**config.mk**
```make
export PLATFORM = sky130hd
export DESIGN_NAME = chbs_fifo
export DESIGN_NICKNAME = d
export VERILOG_FILES = /design/src/rtl/chbs_pkg.sv /design/src/rtl/chbs_fifo.sv
export VERILOG_INCLUDE_DIRS = /design/src /design/src/rtl
export SDC_FILE = /design/constraint.sdc
export NUM_CORES = 1
export LEC_CHECK = 0
export ABC_AREA = 1
export BUFFER_PORTS_ARGS = -buffer_cell sky130_fd_sc_hd__buf_2
export CORE_MARGIN = 1.5
export CORE_UTILIZATION = 56
export CTS_BUF_LIST = sky130_fd_sc_hd__clkbuf_8
export CTS_CLUSTER_DIAMETER = 80
export DETAILED_ROUTE_END_ITERATION = 6
export PLACE_DENSITY_LB_ADDON = 0.05
export SYNTH_ARGS = -nofsm -noshare
export SYNTH_HDL_FRONTEND = slang
export SYNTH_SLANG_ARGS = --single-unit
```
**constraint.sdc**
```tcl
create_clock -name i_clk -period 2.4 [get_ports i_clk]
set_input_delay 0.48 -clock i_clk [delete_from_list [all_inputs] [get_ports i_clk]]
set_output_delay 0.48 -clock i_clk [all_outputs]
set_load 0.02 [all_outputs]
```
**src/rtl/cube_heightmap_bilinear_sampler_assert.svh**
```systemverilog
// Assertion macros for the sampler blocks
`ifndef CUBE_HEIGHTMAP_BILINEAR_SAMPLER_ASSERT_SVH
`define CUBE_HEIGHTMAP_BILINEAR_SAMPLER_ASSERT_SVH
`ifndef SYNTHESIS
`define CHBS_ASSERT_IMP(lbl, ante, cons, msg) \
    lbl: assert property (@(posedge i_clk) disable iff (!i_rst_n) (ante) |-> (cons)) \
        else $error(msg);
`define CHBS_ASSERT_NXT(lbl, ante, cons, msg) \
    lbl: assert property (@(posedge i_clk) disable iff (!i_rst_n) (ante) |=> (cons)) \
        else $error(msg);
`else
`define CHBS_ASSERT_IMP(lbl, ante, cons, msg)
`define CHBS_ASSERT_NXT(lbl, ante, cons, msg)
`endif
`endif

```
**src/rtl/chbs_pkg.sv**
```systemverilog
package chbs_pkg;

    localparam int MAX_SIDE_DEF    = 64;
    localparam int MAX_LEVELS_DEF  = 7;
    localparam int STORE_DEPTH_DEF = 32766;
    localparam int CMD_Q_DEPTH     = 2;
    localparam int RES_Q_DEPTH     = 2;

    localparam int CFG_W    = 7;
    localparam int CFG_IDX_W = 2;
    localparam int COORD_W  = 17;
    localparam int FRAC_W   = 16;
    localparam int H_W      = 8 + COORD_W;
    localparam int ACC_W    = H_W + COORD_W;
    localparam int RES_LSB  = 2 * FRAC_W;

    localparam logic [CFG_IDX_W-1:0] CFG_BASE_WIDTH  = 2'd0;
    localparam logic [CFG_IDX_W-1:0] CFG_BASE_HEIGHT = 2'd1;
    localparam logic [CFG_IDX_W-1:0] CFG_LOD_COUNT   = 2'd2;

    localparam logic [CFG_W-1:0] BASE_WIDTH_RST  = 7'd64;
    localparam logic [CFG_W-1:0] BASE_HEIGHT_RST = 7'd64;
    localparam logic [2:0]       LOD_COUNT_RST   = 3'd7;

    localparam logic             KIND_SAMPLE = 1'b1;
    localparam logic [2:0]       FACE_COUNT  = 3'd6;
    localparam logic [COORD_W-1:0] ONE_Q16   = 17'h10000;

    typedef enum logic [1:0] {
        OP_LOAD,
        OP_SAMPLE,
        OP_BAD
    } t_op;

    typedef struct packed {
        t_op                op;
        logic               load_start;
        logic [7:0]         texel_byte;
        logic [2:0]         face;
        logic [2:0]         level;
        logic [COORD_W-1:0] u;
        logic [COORD_W-1:0] v;
    } t_cmd;

    typedef struct packed {
        logic [7:0] height;
        logic       bad_request;
    } t_res;

    typedef enum logic [3:0] {
        BK_IDLE,
        BK_OFFS,
        BK_COORD,
        BK_PREP,
        BK_ADDR,
        BK_READ,
        BK_ACC,
        BK_VERT0,
        BK_VERT1,
        BK_DONE
    } t_back_state;

endpackage

```
**src/rtl/chbs_fifo.sv**
```systemverilog
`include "cube_heightmap_bilinear_sampler_assert.svh"

module chbs_fifo #(
    parameter int WIDTH = 8,
    parameter int DEPTH = chbs_pkg::CMD_Q_DEPTH
) (
    input  logic             i_clk,
    input  logic             i_rst_n,
    input  logic             i_push,
    input  logic [WIDTH-1:0] i_data,
    output logic             o_full,
    input  logic             i_pop,
    output logic [WIDTH-1:0] o_data,
    output logic             o_empty
);

    localparam int PW = (DEPTH > 1) ? $clog2(DEPTH) : 1;
    localparam int CW = $clog2(DEPTH + 1);

    logic [WIDTH-1:0] r_mem [DEPTH];
    logic [PW-1:0]    r_wr_ptr, n_wr_ptr;
    logic [PW-1:0]    r_rd_ptr, n_rd_ptr;
    logic [CW-1:0]    r_count, n_count;
    logic             do_push, do_pop;

    assign o_full  = (r_count == CW'(DEPTH));
    assign o_empty = (r_count == '0);
    assign o_data  = r_mem[r_rd_ptr];
    assign do_push = i_push && !o_full;
    assign do_pop  = i_pop && !o_empty;

    always_comb begin
        n_wr_ptr = r_wr_ptr;
        n_rd_ptr = r_rd_ptr;
        n_count  = r_count;
        if (do_push) begin
            n_wr_ptr = (r_wr_ptr == PW'(DEPTH - 1)) ? '0 : r_wr_ptr + 1'b1;
        end
        if (do_pop) begin
            n_rd_ptr = (r_rd_ptr == PW'(DEPTH - 1)) ? '0 : r_rd_ptr + 1'b1;
        end
        if (do_push && !do_pop) begin
            n_count = r_count + 1'b1;
        end else if (do_pop && !do_push) begin
            n_count = r_count - 1'b1;
        end
    end

    always_ff @(posedge i_clk) begin
        if (!i_rst_n) begin
            r_wr_ptr <= '0;
            r_rd_ptr <= '0;
            r_count  <= '0;
        end else begin
            r_wr_ptr <= n_wr_ptr;
            r_rd_ptr <= n_rd_ptr;
            r_count  <= n_count;
        end
    end

    always_ff @(posedge i_clk) begin
        if (do_push) begin
            r_mem[r_wr_ptr] <= i_data;
        end
    end

    `CHBS_ASSERT_NXT(a_count_track, do_push && !do_pop, r_count == $past(r_count) + 1'b1, "queue count missed a push")
    `CHBS_ASSERT_NXT(a_pop_track, do_pop && !do_push, r_count == $past(r_count) - 1'b1, "queue count missed a pop")

endmodule

```
==> impl_metrics.tcl <==
set metrics [dict create \
    die_w_um 41.3 \
    synth-seq-cells 21 \
    synth_edf_count 16 \
    ir_worst_vdd_mv 0.639 \
    postRouteWirelength_um 1250 \
    insertion_delay_ns 0.26 \
    syn_area_per_cell_um2 13.1 \
    synth_common_cells "16 x edfxtp_1, 10 x nor2_1, 8 x inv_1, 8 x mux2_2, 6 x nand2_1" \
    initial_core_util_pct 61.7 \
    critical_path_class "reg -> out" \
    die_h_um 41.3 \
    avgViaCountPerCell 4.85 \
    worstMarginPinSlew_ns 0.694 \
    synthCells 63 \
    drc 0 \
    min_from "i_data[6]" \
    routabilityCongestion 0.657 \
    cpPeakStageDelay_ns 0.53 \
    critical-path-top-delay-family "flip-flops" \
    pwr-share-comb_pct 31.2 \
    drt_iter0_markers 9 \
    vias 495 \
    yosys.area.top_type "edfxtp_1" \
    internal_power_w 0.000709 \
    p_switching_w 0.000356 \
    cts_resized 0 \
    cts_max_level 1 \
    core_um2 1330 \
    grt_pass1_vias 462 \
    fin_setup_tns_ns 0 \
    synth_area_um2 823 \
    rsz0062_at_grt "no" \
    clkPwrFrac_pct 21.1 \
    final_area_um2 988 \
    clock-sinks 21 \
    numCtsBuffers 3 \
    status "finished clean" \
    seq_area_frac_synth_pct 70.5 \
    ys_top_cells_by_area "edfxtp_1 58%, dfxtp_1 12%, mux2_2 11%, nor2_1 4.6%, inv_1 3.6%" \
    grt_overflow 0 \
    grt_max_degree 13 \
    p_per_area_nw_per_um2 1080 \
    crit_arrival_ns 1.33 \
    worstPathRequired_ns 1.92 \
    grt_first_pass_wirelength_um 1750 \
    fin_util_pct 74.1 \
    drive_gt1_share_pct 41.4 \
    relSlewSlack_pct 53.6 \
    ys_warn_count 0 \
    power_frac_seq_pct 47.8 \
    finalMaxSlewViolations 0 \
    drt-pass1-iter-count 2 \
    nets 101 \
    setup_viol 0 \
    synth_cell_type_count 15 \
    endpoint_kind "primary output" \
    worstPathCellList "mux2_2 -> buf_2" \
    antenna_found_initial 0 \
    hold_buffers 0 \
    syn-num-nets 76 \
    ioPinCount 22 \
    floorplan.rows 13 \
    critPathMaxFanout 8 \
    portBuffers 21 \
    fin_crit_sh_pct 75.3 \
    hold_class "in -> reg" \
    max_clock_freq_mhz 553 \
    track_usage_pct 16.6 \
    antennaDiodeCount 0 \
    leakage_nw 0.418 \
    cts_tree "yes" \
    ant_nets 0 \
    finalHoldViolCount 0 \
    synth_flop_cell "edfxtp_1" \
    async_flop_share_pct 0 \
    dpl.hpwl_um 954 \
    clk_pin_slew_ns 0.07 \
    timing.rr.start "r_count[0]" \
    root_buffer "clkbuf_8" \
    synth_top_area_share_pct 58.4 \
    drv_cap 0 \
    cts_buffer_depth 2 \
    syn2layout_area_growth_pct 20.1 \
    fin_hold_ws_ns 0.413 \
    skew_ns 0.00291 \
    dpl_cell_area_um2 942 \
    netSwitchingFraction_pct 33.4 \
    die_area_um2 1710 \
    fin_crit_ns 1.81 \
    routedWlPerCell_um 12.2 \
    path_buf_inv 1 \
    synth.most_common_cell "edfxtp_1" \
    start_kind "flop" \
    cts_setup_buffers 0 \
    r2r_slack_ns 0.96 \
    crit_slowest_cell "dfxtp_1" \
]
## layout by cell type (no fill, tap or decap), drive strengths merged, types with 3 or more instances in the layout
master | synthesis | layout
inv | 9 | 9
mux2 | 8 | 8
nor2 | 11 | 11
dfxtp | 5 | 5
clkbuf | 0 | 3
edfxtp | 16 | 16
nand2 | 6 | 6
buf | 1 | 21
o21ai | 3 | 3
## cells by family (layout without fill, tap and decap cells)
logic type	after synthesis	count (layout)	share of synthesized area, %
adder cells (fa/ha/maj)	1	1	1.52
flip-flops	21	21	70.5
AND/OR/NAND/NOR	19	19	9.42
AO/OA/AOI/OAI	4	4	2.89
multiplexers	8	8	10.9
buffers and inverters	10	34	4.71
## worst paths after layout
| path | endpoint | cells past startpoint |
|---|---|---|
| max | o_data[4] | 2 |
| min | r_mem[1][6] | 1 |
| max reg2reg | r_mem[1][0] | 2 |
| min reg2reg | flop | 2 |
## power groups by stage
stage / combinational (W) / sequential [W] / clock, W
2_1_floorplan: 0.000264 / 0.000495 / 0
3_3_place_gp: 0.000327 / 0.000515 / 0
3_5_place_dp: 0.000337 / 0.000518 / 0
4_1_cts: 0.000338 / 0.000511 / 0.000228
5_1_grt: 0.000374 / 0.000519 / 0.000244
6_report: 0.000332 / 0.000509 / 0.000225
## final cells by class
type	instances	area (µm²)
clock buffers	3	41.3
clock inverters	1	5.00
fillers	91	345
inverters	9	33.8
multi-input cells	32	204
flip-flops and latches	21	581
well taps	15	18.8
repair buffers	21	105
## metal layers
metal | share of wire, % | up-vias | GRT usage [%]
met5 | 0 | - | 0
met4 | 0 | 0 | 2.42
met3 | 4.7 | 0 | 6.38
met2 | 52 | 14 | 31.6
met1 | 43 | 221 | 17.5
li1 | - | 260 | -
## registers in the layout, indices dropped and copies added, names as in the netlist, named ones only
signal    flops
r_count       2
r_wr_ptr      1
r_rd_ptr      1
r_mem        16
## metrics by stage
stage	total power (W)	cells	setup slack [ns]
after global placement	0.000842	98	0.845
after floorplan	0.000759	63	0.977
after detailed placement	0.000854	98	0.849
after global routing	0.00114	102	0.526
after CTS	0.00108	102	0.567
final	0.00107	102	0.592
Power figures use the tool's default switching activity.
