### src/rtl/cube_heightmap_bilinear_sampler_assert.svh
// Assertion macros for the sampler blocks
`ifndef CUBE_HEIGHTMAP_BILINEAR_SAMPLER_ASSERT_SVH
`define CUBE_HEIGHTMAP_BILINEAR_SAMPLER_ASSERT_SVH
`ifndef SYNTHESIS
`define CHBS_ASSERT_IMP(lbl, ante, cons, msg) \
    lbl: assert property (@(posedge i_clk) disable iff (!i_rst_n) (ante) |-> (cons)) \
        else $error(msg);
`define CHBS_ASSERT_NXT(lbl, ante, cons, msg) \
    lbl: assert property (@(posedge i_clk) disable iff (!i_rst_n) (ante) |=> (cons)) \
        else $error(msg);
`else
`define CHBS_ASSERT_IMP(lbl, ante, cons, msg)
`define CHBS_ASSERT_NXT(lbl, ante, cons, msg)
`endif
`endif

### src/rtl/chbs_pkg.sv
package chbs_pkg;

    localparam int MAX_SIDE_DEF    = 64;
    localparam int MAX_LEVELS_DEF  = 7;
    localparam int STORE_DEPTH_DEF = 32766;
    localparam int CMD_Q_DEPTH     = 2;
    localparam int RES_Q_DEPTH     = 2;

    localparam int CFG_W    = 7;
    localparam int CFG_IDX_W = 2;
    localparam int COORD_W  = 17;
    localparam int FRAC_W   = 16;
    localparam int H_W      = 8 + COORD_W;
    localparam int ACC_W    = H_W + COORD_W;
    localparam int RES_LSB  = 2 * FRAC_W;

    localparam logic [CFG_IDX_W-1:0] CFG_BASE_WIDTH  = 2'd0;
    localparam logic [CFG_IDX_W-1:0] CFG_BASE_HEIGHT = 2'd1;
    localparam logic [CFG_IDX_W-1:0] CFG_LOD_COUNT   = 2'd2;

    localparam logic [CFG_W-1:0] BASE_WIDTH_RST  = 7'd64;
    localparam logic [CFG_W-1:0] BASE_HEIGHT_RST = 7'd64;
    localparam logic [2:0]       LOD_COUNT_RST   = 3'd7;

    localparam logic             KIND_SAMPLE = 1'b1;
    localparam logic [2:0]       FACE_COUNT  = 3'd6;
    localparam logic [COORD_W-1:0] ONE_Q16   = 17'h10000;

    typedef enum logic [1:0] {
        OP_LOAD,
        OP_SAMPLE,
        OP_BAD
    } t_op;

    typedef struct packed {
        t_op                op;
        logic               load_start;
        logic [7:0]         texel_byte;
        logic [2:0]         face;
        logic [2:0]         level;
        logic [COORD_W-1:0] u;
        logic [COORD_W-1:0] v;
    } t_cmd;

    typedef struct packed {
        logic [7:0] height;
        logic       bad_request;
    } t_res;

    typedef enum logic [3:0] {
        BK_IDLE,
        BK_OFFS,
        BK_COORD,
        BK_PREP,
        BK_ADDR,
        BK_READ,
        BK_ACC,
        BK_VERT0,
        BK_VERT1,
        BK_DONE
    } t_back_state;

endpackage

### src/rtl/chbs_front.sv
module chbs_front #(
    parameter int MAX_SIDE   = chbs_pkg::MAX_SIDE_DEF,
    parameter int MAX_LEVELS = chbs_pkg::MAX_LEVELS_DEF
) (
    input  logic                           i_clk,
    input  logic                           i_rst_n,
    input  logic                           i_cfg_we,
    input  logic [chbs_pkg::CFG_IDX_W-1:0] i_cfg_idx,
    input  logic [chbs_pkg::CFG_W-1:0]     i_cfg_data,
    input  logic                           i_push,
    input  logic                           i_q_full,
    input  logic                           i_kind,
    input  logic [7:0]                     i_texel_byte,
    input  logic                           i_load_start,
    input  logic [2:0]                     i_face,
    input  logic [2:0]                     i_level,
    input  logic [chbs_pkg::COORD_W-1:0]   i_u_coord,
    input  logic [chbs_pkg::COORD_W-1:0]   i_v_coord,
    output logic                           o_q_push,
    output chbs_pkg::t_cmd                 o_cmd,
    output logic [$clog2(MAX_SIDE+1)-1:0]  o_width,
    output logic [$clog2(MAX_SIDE+1)-1:0]  o_height
);

    localparam int SW = $clog2(MAX_SIDE + 1);
    localparam int LW = $clog2(MAX_LEVELS + 1);

    logic [chbs_pkg::CFG_W-1:0] r_base_width, n_base_width;
    logic [chbs_pkg::CFG_W-1:0] r_base_height, n_base_height;
    logic [2:0]                 r_lod_count, n_lod_count;

    logic [SW-1:0] w_sat, h_sat;
    logic [LW-1:0] lods;
    logic          level_ok, bad;

    always_comb begin
        n_base_width  = r_base_width;
        n_base_height = r_base_height;
        n_lod_count   = r_lod_count;
        if (i_cfg_we) begin
            case (i_cfg_idx)
                chbs_pkg::CFG_BASE_WIDTH:  n_base_width  = i_cfg_data;
                chbs_pkg::CFG_BASE_HEIGHT: n_base_height = i_cfg_data;
                chbs_pkg::CFG_LOD_COUNT:   n_lod_count   = i_cfg_data[2:0];
                default: ;
            endcase
        end
    end

    always_ff @(posedge i_clk) begin
        if (!i_rst_n) begin
            r_base_width  <= chbs_pkg::BASE_WIDTH_RST;
            r_base_height <= chbs_pkg::BASE_HEIGHT_RST;
            r_lod_count   <= chbs_pkg::LOD_COUNT_RST;
        end else begin
            r_base_width  <= n_base_width;
            r_base_height <= n_base_height;
            r_lod_count   <= n_lod_count;
        end
    end

    // saturated sizes and usable level count
    always_comb begin
        w_sat = (32'(r_base_width) > 32'(MAX_SIDE)) ? SW'(MAX_SIDE) : SW'(r_base_width);
        h_sat = (32'(r_base_height) > 32'(MAX_SIDE)) ? SW'(MAX_SIDE) : SW'(r_base_height);
        lods  = (32'(r_lod_count) > 32'(MAX_LEVELS)) ? LW'(MAX_LEVELS) : LW'(r_lod_count);
    end

    assign level_ok = (32'(i_level) < 32'(lods));
    assign bad = (i_face >= chbs_pkg::FACE_COUNT) || !level_ok
              || ((w_sat >> i_level) == '0) || ((h_sat >> i_level) == '0);

    always_comb begin
        o_cmd.op         = (i_kind == chbs_pkg::KIND_SAMPLE)
                         ? (bad ? chbs_pkg::OP_BAD : chbs_pkg::OP_SAMPLE)
                         : chbs_pkg::OP_LOAD;
        o_cmd.load_start = i_load_start;
        o_cmd.texel_byte = i_texel_byte;
        o_cmd.face       = i_face;
        o_cmd.level      = i_level;
        o_cmd.u          = (i_u_coord > chbs_pkg::ONE_Q16) ? chbs_pkg::ONE_Q16 : i_u_coord;
        o_cmd.v          = (i_v_coord > chbs_pkg::ONE_Q16) ? chbs_pkg::ONE_Q16 : i_v_coord;
    end

    assign o_q_push = i_push && !i_q_full;
    assign o_width  = w_sat;
    assign o_height = h_sat;

endmodule

### config.mk
export PLATFORM = sky130hd
export DESIGN_NAME = chbs_front
export DESIGN_NICKNAME = d
export VERILOG_FILES = /design/src/rtl/cube_heightmap_bilinear_sampler_assert.svh /design/src/rtl/chbs_pkg.sv /design/src/rtl/chbs_front.sv
export SDC_FILE = /design/constraint.sdc
export NUM_CORES = 1
export LEC_CHECK = 0
export ABC_CLOCK_PERIOD_IN_PS = 2250
export BUFFER_PORTS_ARGS = -buffer_cell sky130_fd_sc_hd__buf_4
export CORE_ASPECT_RATIO = 0.7
export CORE_UTILIZATION = 40
export DETAILED_ROUTE_END_ITERATION = 8
export GPL_ROUTABILITY_DRIVEN = 0
export PLACE_DENSITY_LB_ADDON = 0.12
export SYNTH_ARGS = -nofsm -noshare
export SYNTH_HDL_FRONTEND = slang
export SYNTH_SLANG_ARGS = --single-unit
### constraint.sdc
create_clock -name i_clk -period 2.25 [get_ports i_clk]
set_input_delay 0.3375 -clock i_clk [delete_from_list [all_inputs] [get_ports i_clk]]
set_output_delay 0.3375 -clock i_clk [all_outputs]
set_load 0.03 [all_outputs]
==> reports/results.ini <==
[layout]
drive_gt1_share_pct = 45.63
design_area_um2 = 2183
layout.nets = 330
area_growth_pct = 56.92
n_antenna_cell = 0
final_util_pct = 67.53
layout.filler_cells = 310
final_cells = 310

[grt]
grt_pass1_wl_um = 5796
grt_pass1_vias = 1274
antenna_found_initial = 0
gr-total-overflow = 0
grt_max_degree = 18
track_usage_pct = 20.05

[sta]
hold_viol_final = 0
worst_slew_pin_slew_ps = 800.4
layout_setup_ws_ps = 122.1
rsz0062_at_grt = false
skew_ps = 0
final.setup.tns_ps = 0
drv_slew = 0
fmax_mhz = 469.9
timing.final.crit_share_pct = 94.57
finalSetupViolations = 0
finalCriticalPeriod_ps = 2128
hold-worst-slack_ps = 309.4
slew_headroom_pct = 45.94

[worst_setup_path]
startpoint_type = flip-flop
crit_arrival_ps = 1790
cp.required_ps = 1910
crit_fanout = 2
cp-end-kind = primary output
worst-setup-path-type = flip-flop to primary output

[clock_tree]
clk_path_buf_depth = 2
clock_sinks = 17
cts.repair.resized = 0
postCtsSetupRepairBufs = 0
htree_levels = 1
cts_hold_buf = 0
cts.reportedPaths.clkPinSlew_ps = 60
cts_tree = built
cts_buffers = 3
clock_latency_ps = 250
cts-root-buf = clkbuf_8

[logic_synthesis]
synthCells = 174
synth_common_cells = 57 x nor2b_1, 17 x dfxtp_1, 15 x buf_4, 15 x mux2i_1, 11 x nand2_1
syn_area_um2 = 1391
yosys_register_bits = 17
synthFlopType = dfxtp_1
yosysTopAreaCell = nor2b_1
syn_avg_cell_area_um2 = 7.996
synth_edf_count = 0
yosysTopAreaCellShare_pct = 25.63
synth_nets = 240
synth_most_common_cell = nor2b_1
synth_area_leaders = nor2b_1 26%, dfxtp_1 24%, mux2i_1 11%
async_reset_ff_share_pct = 0
synth-seq-area-share_pct = 24.46
ys_warn_count = 0
synthDistinctLibCells = 31

[die]
coreArea_um2 = 3233
die-area_um2 = 3722
ios = 130
fp.dieW_um = 72.49
die_y_um = 51.35
start_util_pct = 43.03
rows = 17

[power]
p_leak_nw = 1.079
p_int_uw = 605.6
p_sw_uw = 298.7
seqPwrFrac_pct = 35.8
finalPower_uw = 904.3
power.share.clock_pct = 25.2
p_per_area_nw_per_um2 = 414.2
switching_share_pct = 33.03
ir_drop_uv = 364.6
p_comb_share_pct = 39.0

[placed_design]
placement.cell_area_um2 = 2113
portBuffers = 109
numPlacedInstances = 306
post-place-ws_ps = 176.8
hpwl_um = 3217

[outcome]
outcome = complete, no violations

[routing]
wire_per_inst_um = 12.92
ant_nets = 0
num_vias = 1457
drt_iter0_markers = 57
dr.pass1.iters = 4
routed_wl_um = 4005
vias_per_cell = 4.700
drc = 0

[worst_hold_path]
worstHoldPathType = primary input to flip-flop

[run]
drv_cap = 0

[placed cells by master (no fill, tap or decap), drive strengths merged]
master and instances:
buf 110, nor2b 57, dfxtp 17, mux2i 15, nand2 11, nor4 10
inv 6, o21ai 4, clkbuf 4, nor2 3, a221oi 3, a41oi 2
o21bai 2, and2b 2, and2 2, a21oi 2, nand3b 2, ha 2
mux2 2, a211oi 2, nand3 1, nand2b 1, a21o 1, o221ai 1
nor3b 1
[power groups by stage]
stage               Clock, mW  Combinational, mW  Sequential [mW]
global route            0.249              0.377            0.326
floorplan                   0              0.227            0.324
global placement            0              0.345            0.330
CTS                     0.233              0.349            0.323
finish                  0.228              0.352            0.324
detailed placement          0              0.348            0.330
[cell type report]
class | count | area (um^2) | area share, %
multi-input cells | 126 | 890.9 | 40.80
inverters | 6 | 22.52 | 1.032
repair buffers | 110 | 825.8 | 37.82
clock buffers | 4 | 45.04 | 2.063
flip-flops and latches | 17 | 340.3 | 15.59
well taps | 47 | 58.81 | 2.693
[state kept, by name, summed over array words and instances, names as in the netlist]
name           cells
lods               3
r_base_width       7
r_base_height      7
[per-layer routing]
layer	up-vias	wire length [um]	share of wire, %	track usage [%]
li1	746	-	-	-
met4	0	9	0.22	3.922
met3	4	332	8.3	4.931
met1	642	1801	45	26.52
met5	-	0	0	0
met2	65	1861	46	33.18
[critical path: stages, from the launching register on]
cell and delay [ps]:
dfxtp_1 310, inv_1 50, ha_1 260, a21o_1 160, a221oi_2 260, o221ai_2 160
and2_1 180, buf_4 160
[final timing paths]
kind	start	endpoint	slack (ps)	cells after the start
max	lods[1]	o_cmd[50]	120	7
min	i_cfg_data[6]	r_base_height[6]	310	3
max reg2reg	r_base_height[6]	r_base_height[6]	1450	2
min reg2reg	lods[0]	lods[0]	490	2
[cells by family (layout without fill, tap and decap cells)]
kind of cell	count (synthesis)	after routing	synth area share, %
mux	17	17	12.68
simple gates	90	90	38.31
buf+inv	31	120	13.31
flops	17	17	24.46
compound gates	17	17	9.443
fa+ha+maj	2	2	1.798
Note: power is estimated with default switching activity, not from simulation.
